[src/hw/rtl/smf_pkg.sv]
// smf_pkg: shared sample type and sample width for the sliding median filter.
// No dependencies; imported by smf_cell and by the top level.
package smf_pkg;

    localparam int SAMPLE_W = 16;

    typedef logic signed [SAMPLE_W-1:0] sample_t;

endpackage

[src/hw/rtl/smf_cell.sv]
// smf_cell: one tap of the window chain plus the rank check for the value entering it.
// Depends on smf_pkg (sample_t).
module smf_cell
    import smf_pkg::*;
#(
    parameter int WINDOW = 9,
    parameter int INDEX  = 0
)
(
    input  logic    clk,
    input  logic    shift_en,
    input  sample_t d_in,
    input  sample_t cand [WINDOW],
    output sample_t q,
    output logic    is_med
);

    sample_t             data_reg;
    logic [WINDOW-1:0]   below_vec;

    // tap register, takes the neighbor's value on every accepted beat
    always_ff @(posedge clk)
    begin
        if (shift_en)
        begin
            data_reg <= d_in;
        end
    end

    assign q = data_reg;

    // rank of the entering value; ties broken by position so ranks are unique
    always_comb
    begin
        for (int j = 0; j < WINDOW; j++)
        begin
            below_vec[j] = (cand[j] < d_in) || ((j < INDEX) && (cand[j] == d_in));
        end
    end

    assign is_med = ($countones(below_vec) == (WINDOW / 2));

endmodule

[src/hw/rtl/sliding_median_filter_unit.sv]
// sliding_median_filter_unit: 1-D sliding window median over a chain of smf_cell taps,
// followed by a small result sequencer and one output register. Depends on smf_pkg, smf_cell.
//
//  channel | handshake          | payload           | direction
//  --------+--------------------+-------------------+----------
//  in      | in_valid/in_stall  | sample, last_in   | input
//  out     | out_valid/out_stall| filtered, last_out| output
//
// One sample is taken per cycle unless stalled; each result leaves the output register.
// A beat with last_in set gives HALF+1 results (fewer on short sequences); the single
// output register drains one per unstalled cycle, and in_stall holds the input meanwhile.
// Reset clears the sample count, the pending result and the output valid; the taps
// themselves are not cleared, the count guards them. out_stall holds the output beat and
// backs up into in_stall once a result is waiting for the output register.
module sliding_median_filter_unit
    import smf_pkg::*;
#(
    parameter int WINDOW = 9
)
(
    input  logic    clk,
    input  logic    rst_n,
    input  logic    in_valid,
    output logic    in_stall,
    input  sample_t sample,
    input  logic    last_in,
    output logic    out_valid,
    input  logic    out_stall,
    output sample_t filtered,
    output logic    last_out
);

    localparam int HALF  = WINDOW / 2;
    localparam int CNT_W = $clog2(WINDOW);
    localparam int IDX_W = $clog2(WINDOW);
    localparam int K_W   = (HALF > 1) ? $clog2(HALF) : 1;

    localparam logic [CNT_W-1:0] CNT_FULL  = CNT_W'(WINDOW - 1);
    localparam logic [CNT_W-1:0] CNT_HALF  = CNT_W'(HALF);
    localparam logic [CNT_W-1:0] CNT_HALFM = CNT_W'(HALF - 1);
    localparam logic [K_W-1:0]   K_START   = K_W'(HALF - 1);
    localparam logic [IDX_W-1:0] IDX_HALF  = IDX_W'(HALF);

    // window chain
    sample_t             cand [WINDOW];
    sample_t             cell_q [WINDOW];
    logic [WINDOW-1:0]   med_hit;
    logic                accept;

    // sequencer state for the item whose results are being sent
    logic [CNT_W-1:0]    cnt_reg, cnt_next;
    logic                first_reg, first_next;
    logic                use_med_reg, use_med_next;
    logic                flush_reg, flush_next;
    logic [K_W-1:0]      k_reg, k_next;
    logic [WINDOW-1:0]   med_sel_reg;

    // output register
    logic                ov_reg, ov_next;
    sample_t             filt_reg;
    logic                lout_reg;

    logic                pending;
    logic                load;
    logic                done;
    sample_t             med_val;
    sample_t             emit_val;
    logic                emit_last;

    // candidate window as it will sit in the taps after this beat
    always_comb
    begin
        cand[0] = sample;
        for (int i = 1; i < WINDOW; i++)
        begin
            cand[i] = cell_q[i-1];
        end
    end

    for (genvar g = 0; g < WINDOW; g++)
    begin : g_cell
        smf_cell #(
            .WINDOW (WINDOW),
            .INDEX  (g)
        ) u_cell (
            .clk      (clk),
            .shift_en (accept),
            .d_in     (cand[g]),
            .cand     (cand),
            .q        (cell_q[g]),
            .is_med   (med_hit[g])
        );
    end

    // handshake
    assign pending  = first_reg | flush_reg;
    assign load     = pending && (!ov_reg || !out_stall);
    assign done     = load && (first_reg ? !flush_reg : (k_reg == '0));
    assign in_stall = pending && !done;
    assign accept   = in_valid && !in_stall;

    // median pick from the registered one-hot rank match
    always_comb
    begin
        med_val = '0;
        for (int i = 0; i < WINDOW; i++)
        begin
            if (med_sel_reg[i])
            begin
                med_val = cell_q[i];
            end
        end
    end

    // current result: centered median/pass-through first, then the flushed tail
    always_comb
    begin
        if (first_reg)
        begin
            emit_val = use_med_reg ? med_val : cell_q[IDX_HALF];
        end
        else
        begin
            emit_val = cell_q[IDX_W'(k_reg)];
        end
        emit_last = !first_reg && (k_reg == '0);
    end

    // sequencer next state
    always_comb
    begin
        cnt_next     = cnt_reg;
        first_next   = first_reg;
        use_med_next = use_med_reg;
        flush_next   = flush_reg;
        k_next       = k_reg;
        if (accept)
        begin
            first_next   = (cnt_reg >= CNT_HALF);
            use_med_next = (cnt_reg == CNT_FULL);
            flush_next   = last_in;
            k_next       = (cnt_reg >= CNT_HALFM) ? K_START : cnt_reg[K_W-1:0];
            if (last_in)
            begin
                cnt_next = '0;
            end
            else if (cnt_reg != CNT_FULL)
            begin
                cnt_next = cnt_reg + 1'b1;
            end
        end
        else if (load)
        begin
            if (first_reg)
            begin
                first_next = 1'b0;
            end
            else if (k_reg == '0)
            begin
                flush_next = 1'b0;
            end
            else
            begin
                k_next = k_reg - 1'b1;
            end
        end
    end

    always_comb
    begin
        ov_next = ov_reg;
        if (load)
        begin
            ov_next = 1'b1;
        end
        else if (!out_stall)
        begin
            ov_next = 1'b0;
        end
    end

    // control registers
    always_ff @(posedge clk or negedge rst_n)
    begin
        if (!rst_n)
        begin
            cnt_reg     <= '0;
            first_reg   <= 1'b0;
            use_med_reg <= 1'b0;
            flush_reg   <= 1'b0;
            k_reg       <= '0;
            ov_reg      <= 1'b0;
        end
        else
        begin
            cnt_reg     <= cnt_next;
            first_reg   <= first_next;
            use_med_reg <= use_med_next;
            flush_reg   <= flush_next;
            k_reg       <= k_next;
            ov_reg      <= ov_next;
        end
    end

    // payload registers
    always_ff @(posedge clk)
    begin
        if (accept)
        begin
            med_sel_reg <= med_hit;
        end
        if (load)
        begin
            filt_reg <= emit_val;
            lout_reg <= emit_last;
        end
    end

    assign out_valid = ov_reg;
    assign filtered  = filt_reg;
    assign last_out  = lout_reg;

endmodule

[config.mk]
export PLATFORM = sky130hd
export DESIGN_NAME = sliding_median_filter_unit
export DESIGN_NICKNAME = d
export VERILOG_FILES = /design/src/hw/rtl/smf_pkg.sv /design/src/hw/rtl/smf_cell.sv /design/src/hw/rtl/sliding_median_filter_unit.sv
export SDC_FILE = /design/constraint.sdc
export NUM_CORES = 1
export LEC_CHECK = 0
export BUFFER_PORTS_ARGS = -buffer_cell sky130_fd_sc_hd__buf_2
export CAP_MARGIN = 20
export CORE_ASPECT_RATIO = 0.75
export CORE_UTILIZATION = 30
export CTS_BUF_LIST = sky130_fd_sc_hd__clkbuf_8
export DETAILED_ROUTE_END_ITERATION = 12
export PLACE_DENSITY = 0.43
export SETUP_SLACK_MARGIN = 0.2
export SLEW_MARGIN = 30
export SYNTH_ARGS = -nofsm -noshare
export SYNTH_HDL_FRONTEND = slang
export SYNTH_SLANG_ARGS = --single-unit
[constraint.sdc]
create_clock -name clk -period 8.05 [get_ports clk]
set_input_delay 1.2075 -clock clk [delete_from_list [all_inputs] [get_ports clk]]
set_output_delay 1.2075 -clock clk [all_outputs]
set_load 0.01 [all_outputs]
==> results of run 1 <==
==> cells in the mapped netlist (all sizes together), types with 24 or more instances <==
cell      n
edfxtp  170
nand2b   27
inv     232
nand4    95
clkbuf   26
a21o     39
a211oi   25
ha      633
a21oi   205
o21ai   147
a221o    34
a221oi   24
nor3     49
nor2     89
nand3    63
nand2    90
nor2b    38
fa       34
o21a     24
o211ai   28
==> cells by family after synthesis <==
group | after synthesis
buffers and inverters | 268
AOI/OAI and AO/OA | 676
adders and majority gates | 667
xor gates and xnor gates | 1
and+or+nand+nor | 523
DFF | 180
muxes | 21
==> routing by layer <==
| metal | up-vias | part of all wire |
|---|---|---|
| li1 | 9203 | - |
| met1 | 9896 | 0.50 |
| met2 | 831 | 0.38 |
| met3 | 103 | 0.092 |
| met4 | 0 | 0.025 |
| met5 | - | 0 |
==> power breakdown <==
group	internal (mW)	leakage [nW]	switching, mW	total (mW)
clock network	0.293	0.207	0.449	0.742
logic	2.77	8.96	4.54	7.31
registers	1.50	1.71	0.489	1.99
total	4.56	10.9	5.48	10.0
==> worst paths after layout <==
path                                                  start                               to  slack [ns]  depth (start not counted)
max                        g_cell[6].u_cell.q[11]$_DFFE_PP_         med_sel_reg[5]$_DFFE_PP_        1.81                         18
max reg2reg                g_cell[6].u_cell.q[11]$_DFFE_PP_         med_sel_reg[5]$_DFFE_PP_        1.81                         18
min reg2reg                 g_cell[7].u_cell.q[3]$_DFFE_PP_  g_cell[8].u_cell.q[3]$_DFFE_PP_        0.47                          0
min in group clk            g_cell[7].u_cell.q[3]$_DFFE_PP_  g_cell[8].u_cell.q[3]$_DFFE_PP_        0.47                          0
min                                                   rst_n            out_valid$_DFFE_PN0P_        0.44                          1
max in group asynchronous                             rst_n             k_reg[0]$_DFFE_PN0P_        7.39                          1
==> metrics by stage <==
step                      std cells  power (mW)  hold slack (ns)  area (µm²)   util
after floorplan                2336        6.51            0.454       22600      -
after global placement         3324        8.94            0.434       24000  0.324
after detailed placement       3325        9.13            0.446       24000  0.325
after CTS                      3357        9.93            0.392       24400  0.330
after global routing           3357        11.0            0.414       24400  0.330
final                          3359        10.0            0.440       24400  0.330
==> area by class of cell <==
class	instances	area (µm²)
Fill cell	7579	49600
Timing Repair Buffer	57	350
Sequential cell	180	5360
Clock buffer	18	248
Antenna cell	2	5.00
Multi-Input combinational cell	1888	16200
Tap cell	968	1210
Inverter	232	876
Clock inverter	14	163
==> flow_results.org, run 1 <==
** Status
- The run finished with clean final reports.

** Yosys
- Combinational family with the most area after synthesis :: adder cells
- Register bit total from synthesis :: between 150 and 200
- Of the total synthesized cell area, the portion taken by full adders, half adders and majority gates is 0.380.
- Simple-Gate Fraction of Synth Area :: 0.122
- The share of synthesized area in the top cell type comes to 0.350.
- Of the total synthesized cell area, the portion taken by XOR and XNOR cells is 0.000387.
- Dominant synthesized flop cell :: edfxtp_1
- Counting every net in the synthesized netlist gives roughly 3000.
- In this run, synthesis inferred 170 flip-flops with an integrated enable.
- Library cell occupying the most area in the post-synthesis netlist :: ha_1
- In the post-synthesis netlist, the biggest area contributors are ha_1 35%, edfxtp_1 23%, a21oi_1 4.5%.
- After synthesis, the netlist uses about 70 different library cells.
- Cells after synthesis :: 2336
- The Yosys step of the flow raised 0 warnings.
- Syn_area_per_cell :: around 9.7 µm²
- Fraction of synthesized area in multiplexers :: 0.0183
- Combined area of all synthesized cells :: between 20000 and 25000 µm²
- Of the synthesized area, sequential elements account for 0.237.
- Post-synth ARST share :: 0.0556
- Share of the synthesized area in compound gates (AO/OA/AOI/OAI) :: 0.196

** Global route
- Global routing usage on met2 :: 0.366
- Entering global routing, the biggest net connects 84 pins.
- Via count of the first global-routing pass :: approximately 19000
- In the global route stage, met1 resource usage came out at 0.412.
- First-pass GRT wire length :: between 100000 and 150000 µm
- The initial antenna violation count was 0.
- For met3 alone, demand over resource in global routing was 0.0695.
- Grt total ovfl :: 0
- After global routing, the most crowded layer is met1.
- Total track usage :: 0.271

** Critical path
- Counting stages on the worst path, the most repeated cell is inv_1.
- Ordered list of cells on the worst path :: inv_1 -> ha_1 -> nand4_1 -> nor3_1 -> o211ai_1 -> o211ai_1 -> mux2i_1 -> a21oi_1 -> ha_1 -> fa_1 -> inv_1 -> fa_1 -> inv_1 -> ha_1 -> inv_1 -> fa_1 -> o21ai_0 -> and3_1
- The slowest stage of the critical path is the nor3_1 cell.
- At the worst endpoint, the required time is between 8 and 9 ns.
- The worst setup path is captured at a register.
- Startpoint class of the critical path :: register
- CP peak stage delay :: 0.87 ns
- In this run the worst path has a maximum fanout of 8.
- Crit Path Class :: reg2reg
- STA puts the critical path data arrival time at 6.65 ns.
- Family with the most delay on the worst path :: adder cells
- Worst Path Buf+Inv :: 4

** Final layout
- The register with the most flip-flops in the layout has ~140 of them.
- Final nets :: between 3000 and 4000
- In the final layout, the share of cells above drive strength 1 is 0.0506.
- The library cell used most frequently in the layout, excluding fill and tap cells, is ha_1.
- Most used cells in the layout excluding fill and tap cells :: 633 x ha_1, 232 x inv_1, 205 x a21oi_1
- Compared with the post-synthesis result, the final layout area differs by 8.14%.

** Floorplanning
- Initial Utilization :: 0.305
- The core region is around 74000 µm².
- Die Outline Area :: ~76000 µm²
- The floorplan step set the die height to ~240 µm.
- Pin placement for this block handled 40 I/O pins.
- Horiz. Die Dim :: ~320 µm
- Number of rows in the core area :: 86

** STA
- Fmax achieved :: approximately 160 MHz
- The worst path in the final design needs a cycle of 6.24 ns, including I/O delays and setup.
- Setup Total Neg Slack :: 0 ns
- For the final database, setup skew stands at around 0.037 ns.
- Setup violations remaining at the end of the flow were counted as 0.
- The max-slew violation count came to 0.
- Hold Violations, Final :: 0
- In the finished design, the share of the clock period the worst path needs comes to 0.775.
- Across all setup checks in the final design, the least slack found is 1.81 ns.
- RSZ-0062 raised after global routing :: false
- At the pin with the least slew margin, the transition time is 1.11 ns.
- Headroom to the max-slew limit came out at 0.254.

** CTS
- Cell at the root of the clock tree :: clkbuf_8
- TritonCTS created 17 clock buffers.
- Htree depth :: 4
- In this run the post-CTS setup repair buffer count came out at 0.
- Once the clock tree was built, the resizer swapped 0 gates to a different size.
- Later-pin clock latency in the skew report :: 0.62 ns
- After clock tree synthesis, the clock-pin slew on the worst setup and hold paths is 0.12 ns.
- No sink is reached through more buffers than the 2 on the longest clock path.
- Clock tree from TritonCTS :: yes
- Hold repair after CTS inserted 0 buffers.
- # clock sinks :: between 150 and 200

** Drt
- After detailed routing, the average wire length per cell comes to 30.8 µm.
- Via total after detailed routing :: 20000
- Post-detailed-route count of antenna-violating nets :: 0
- Dividing the detail-routed via count by the number of cells gives between 5 and 6.
- Drt initial violations :: roughly 2300
- Post-detailed-route DRC marker count :: 0
- Drt total wl :: slightly above 100000 µm
- Number of search-and-repair iterations in the first detailed-routing pass :: 5

** Flow run
- Max-capacitance violation count :: 0

** Place
- Final HPWL from detailed placement :: a little over 80000 µm
- Pre-CTS setup slack :: between 2 and 2.5 ns
- The congestion estimate from routability-driven global placement came to between 0.9 and 1.
- Input and output buffers added on the ports amount to 39.

** Pwr
- Power spread over the standard cell area amounts to a little over 400 nW/µm².
- For this design the static power due to leakage is between 10 and 15 nW.
- Maximum ir drop on the vdd rail :: a little over 0.2 mV

** Worst hold path
- Class of the tightest hold or removal check :: in2async
Note: power is estimated with default switching activity, not from simulation.
==> inputs of run 2 (changes only) <==
==> constraint.sdc (replaced) <==
create_clock -name clk -period 6.2 [get_ports clk]
set_input_delay 0.93 -clock clk [delete_from_list [all_inputs] [get_ports clk]]
set_output_delay 0.93 -clock clk [all_outputs]
set_load 0.01 [all_outputs]
==> run 2 against run 1 <==
Against the previous run:
- largest power group unchanged
- final cell count grew 1.4%
- first-iteration DRC count up 6.2%
- via count rose by 0.35%
- combinational power up 32%
- fmax is 8.5% higher
- non-clock buffer count grew 47
- register-to-register slack got worse by 1.4 ns
- global-route usage rose by 0.19 points
- highest routed layer unchanged
- clock power increased by 27%
==> flow_results.org, run 2 (synthesis results as in run 1) <==
** Status
- Outcome :: complete, no violations

** STA
- The final hold violation count is 0.
- Setup repair after global routing left no endpoint under its margin.
- Setup violations, final :: 0
- Min setup slack post-route :: 0.455 ns
- Final period utilization :: 0.927
- On the final layout, the worst clock skew is between 0.03 and 0.04 ns.
- Transition time at the pin with the least slew margin :: slightly above 1 ns
- Worst-case headroom to the max-slew limit :: 0.315
- Pins Over Slew Limit :: 0
- Setup Total Neg Slack :: 0 ns
- Hold timing on the final database bottoms out at a slack of approximately 0.16 ns.
- Timing would allow up to between 150 and 200 MHz.
- The routed design could run at a clock period as short as between 5 and 6 ns.

** Floorplanning
- Core Region :: 74000 µm²
- The initial utilization of the core area, before any placement, comes to 0.305.
- Die extent in y :: around 240 µm
- Die Outline Area :: between 70000 and 80000 µm²
- After floorplanning, the core was divided into 86 placement rows.
- Horiz. Die Dim :: 319 µm
- Top-Level Pins :: 40

** Drt
- Via total after detailed routing :: 20100
- Dividing the detail-routed via count by the number of cells gives roughly 5.9.
- Number of search-and-repair iterations in the first detailed-routing pass :: 5
- In the final routed layout, each cell accounts on average for ~30 µm.
- The detail route stage leaves a number of antenna-violating nets equal to 0.
- Drt total wl :: about 100000 µm
- In the routed design, unresolved DRC markers number 0.
- In this run, the number of DRC markers left after iteration 0 of detailed routing was roughly 2400.

** Critical path
- The worst setup path is captured at a register.
- Worst flop-to-flop path endpoint :: med_sel_reg[1]$_DFFE_PP_
- The critical path in this run is classified as reg2reg.
- Data required time of the critical path :: between 6 and 7 ns
- Startpoint class of the critical path :: register
- Reg2Reg Launch Point :: g_cell[3].u_cell.q[14]$_DFFE_PP_
- Measured in cells, the most critical reg-to-reg path has a length of 17.
- Following the worst setup path forward leads to its endpoint at med_sel_reg[1]$_DFFE_PP_.
- Data arrival time of the worst path :: between 6 and 7 ns
- For flop-to-flop paths, the worst setup slack is approximately 0.45 ns.
- Start point of the critical path :: g_cell[3].u_cell.q[14]$_DFFE_PP_
- In this run the worst path has a maximum fanout of 6.

** Global route
- Via count of the first global-routing pass :: 18900
- Total track usage :: 0.272
- Number of antenna violations at the first check in global routing :: 4
- Entering global routing, the biggest net connects between 90 and 100 pins.
- The first global-routing pass estimated ~150000 µm of wire.
- Grt total ovfl :: 0

** Final layout
- Of the cells placed in the final design, the portion with a size suffix greater than 1 is 0.0690.
- The filler cells instantiated in the layout total ~7600.
- The top cell types in the final layout, fill and taps aside, are 633 x ha_1, 232 x inv_1, 205 x a21oi_1.
- Non-filler cells in the finished layout :: between 3000 and 4000
- FF/Latch Area :: ~5400 µm²
- The multi-input combinational cells in the finished layout cover a total of roughly 16000 µm².
- The register with the most flip-flops in the layout has approximately 140 of them.
- At the end of the flow, the number of nets in the layout was between 3000 and 4000.
- Leaving out fill and tap cells, the most frequent cell in the layout is ha_1.
- Compared with the post-synthesis result, the final layout area differs by 9.55%.

** Place
- Pre-CTS setup slack :: around 0.66 ns
- Once placement completed, the tool counted placed cells totaling around 3400.
- Port buffering added 39 buffers.
- Final HPWL from detailed placement :: approximately 84000 µm
- The congestion estimate from routability-driven global placement came to 0.973.

** Pwr
- Summed over all cells, the static leakage comes to about 11 nW.
- Power Density :: approximately 530 nW/µm²
- Total power for the finished layout comes to about 13 mW.
- Maximum ir drop on the vdd rail :: about 0.26 mV

** CTS
- Htree depth :: 4
- In this run the clock root is driven by a clkbuf_8.
- Number of CTS-inserted buffers :: 17
- Counting every sink on the clock net gives 180.
- Worst-case clock buffer depth :: 2
- Number of buffers inserted for hold repair after clock tree synthesis :: 0
- After clock tree synthesis, the clock-pin slew on the worst setup and hold paths is 0.12 ns.
- Post-CTS Setup Repair Bufs :: 0
- TritonCTS built the clock tree.
- The clock reaches the later pin of the worst-skew pair after between 0.6 and 0.7 ns.
- Resized Gates After CTS :: 0

** Flow run
- Max-capacitance violation count :: 0

** Worst hold path
- Class of the tightest hold or removal check :: in2async
run 2: worst min-delay path by stage:
stage | from | end | slack [ns] | cells past startpoint
3_5_place_dp | g_cell[6].u_cell.q[3]$_DFFE_PP_ | g_cell[7].u_cell.q[3]$_DFFE_PP_ | 0.48 | 0
3_3_place_gp | g_cell[6].u_cell.q[3]$_DFFE_PP_ | g_cell[7].u_cell.q[3]$_DFFE_PP_ | 0.47 | 0
2_1_floorplan | g_cell[6].u_cell.q[10]$_DFFE_PP_ | g_cell[7].u_cell.q[10]$_DFFE_PP_ | 0.45 | 0
5_1_grt | rst_n | out_valid$_DFFE_PN0P_ | 0.15 | 1
6_report | rst_n | out_valid$_DFFE_PN0P_ | 0.16 | 1
4_1_cts | rst_n | out_valid$_DFFE_PN0P_ | 0.13 | 1
run 2: final cells by class:
class                           instances  share of cell area
Multi-Input combinational cell       1888               0.655
Sequential cell                       180               0.216
Tap cell                              968              0.0489
Inverter                              232              0.0355
Timing Repair Buffer                  104              0.0276
Clock buffer                           17             0.00945
Clock inverter                         15             0.00677
Antenna cell                            1            0.000101
run 2: metal layers:
metal	wire (µm)	part of all wire	vias to the layer above	global-route usage
met4	2550	0.025	0	0.0785
met2	40000	0.38	851	0.370
met3	8620	0.083	86	0.0572
li1	-	-	9294	-
met1	52900	0.51	9872	0.420
met5	0	0	-	0
run 2: critical path, cell delays in order (launching register included):
cell and delay [ns]:
edfxtp_1 0.55, inv_1 0.25, ha_1 0.36, nand4_1 0.12, nor2_1 0.28, nand2_1 0.23, a221oi_1 0.66, nor3_1 0.14
mux2i_1 0.35, fa_1 0.46, ha_1 0.35, fa_1 0.51, inv_1 0.05, fa_1 0.46, fa_1 0.40, nand3_1 0.09
o21ai_0 0.08, and3_1 0.18
run 2: per-stage QoR:
step	cell area [µm²]	util
2_1_floorplan	22600	-
3_3_place_gp	24400	0.329
3_5_place_dp	24400	0.329
4_1_cts	24800	0.334
5_1_grt	24800	0.335
6_report	24800	0.335
run 2: power by group:
group	leakage, nW	internal [mW]	total [mW]	switching, mW
combinational	9.18	3.68	9.64	5.96
clock	0.203	0.369	0.945	0.576
sequential	1.71	1.95	2.59	0.644
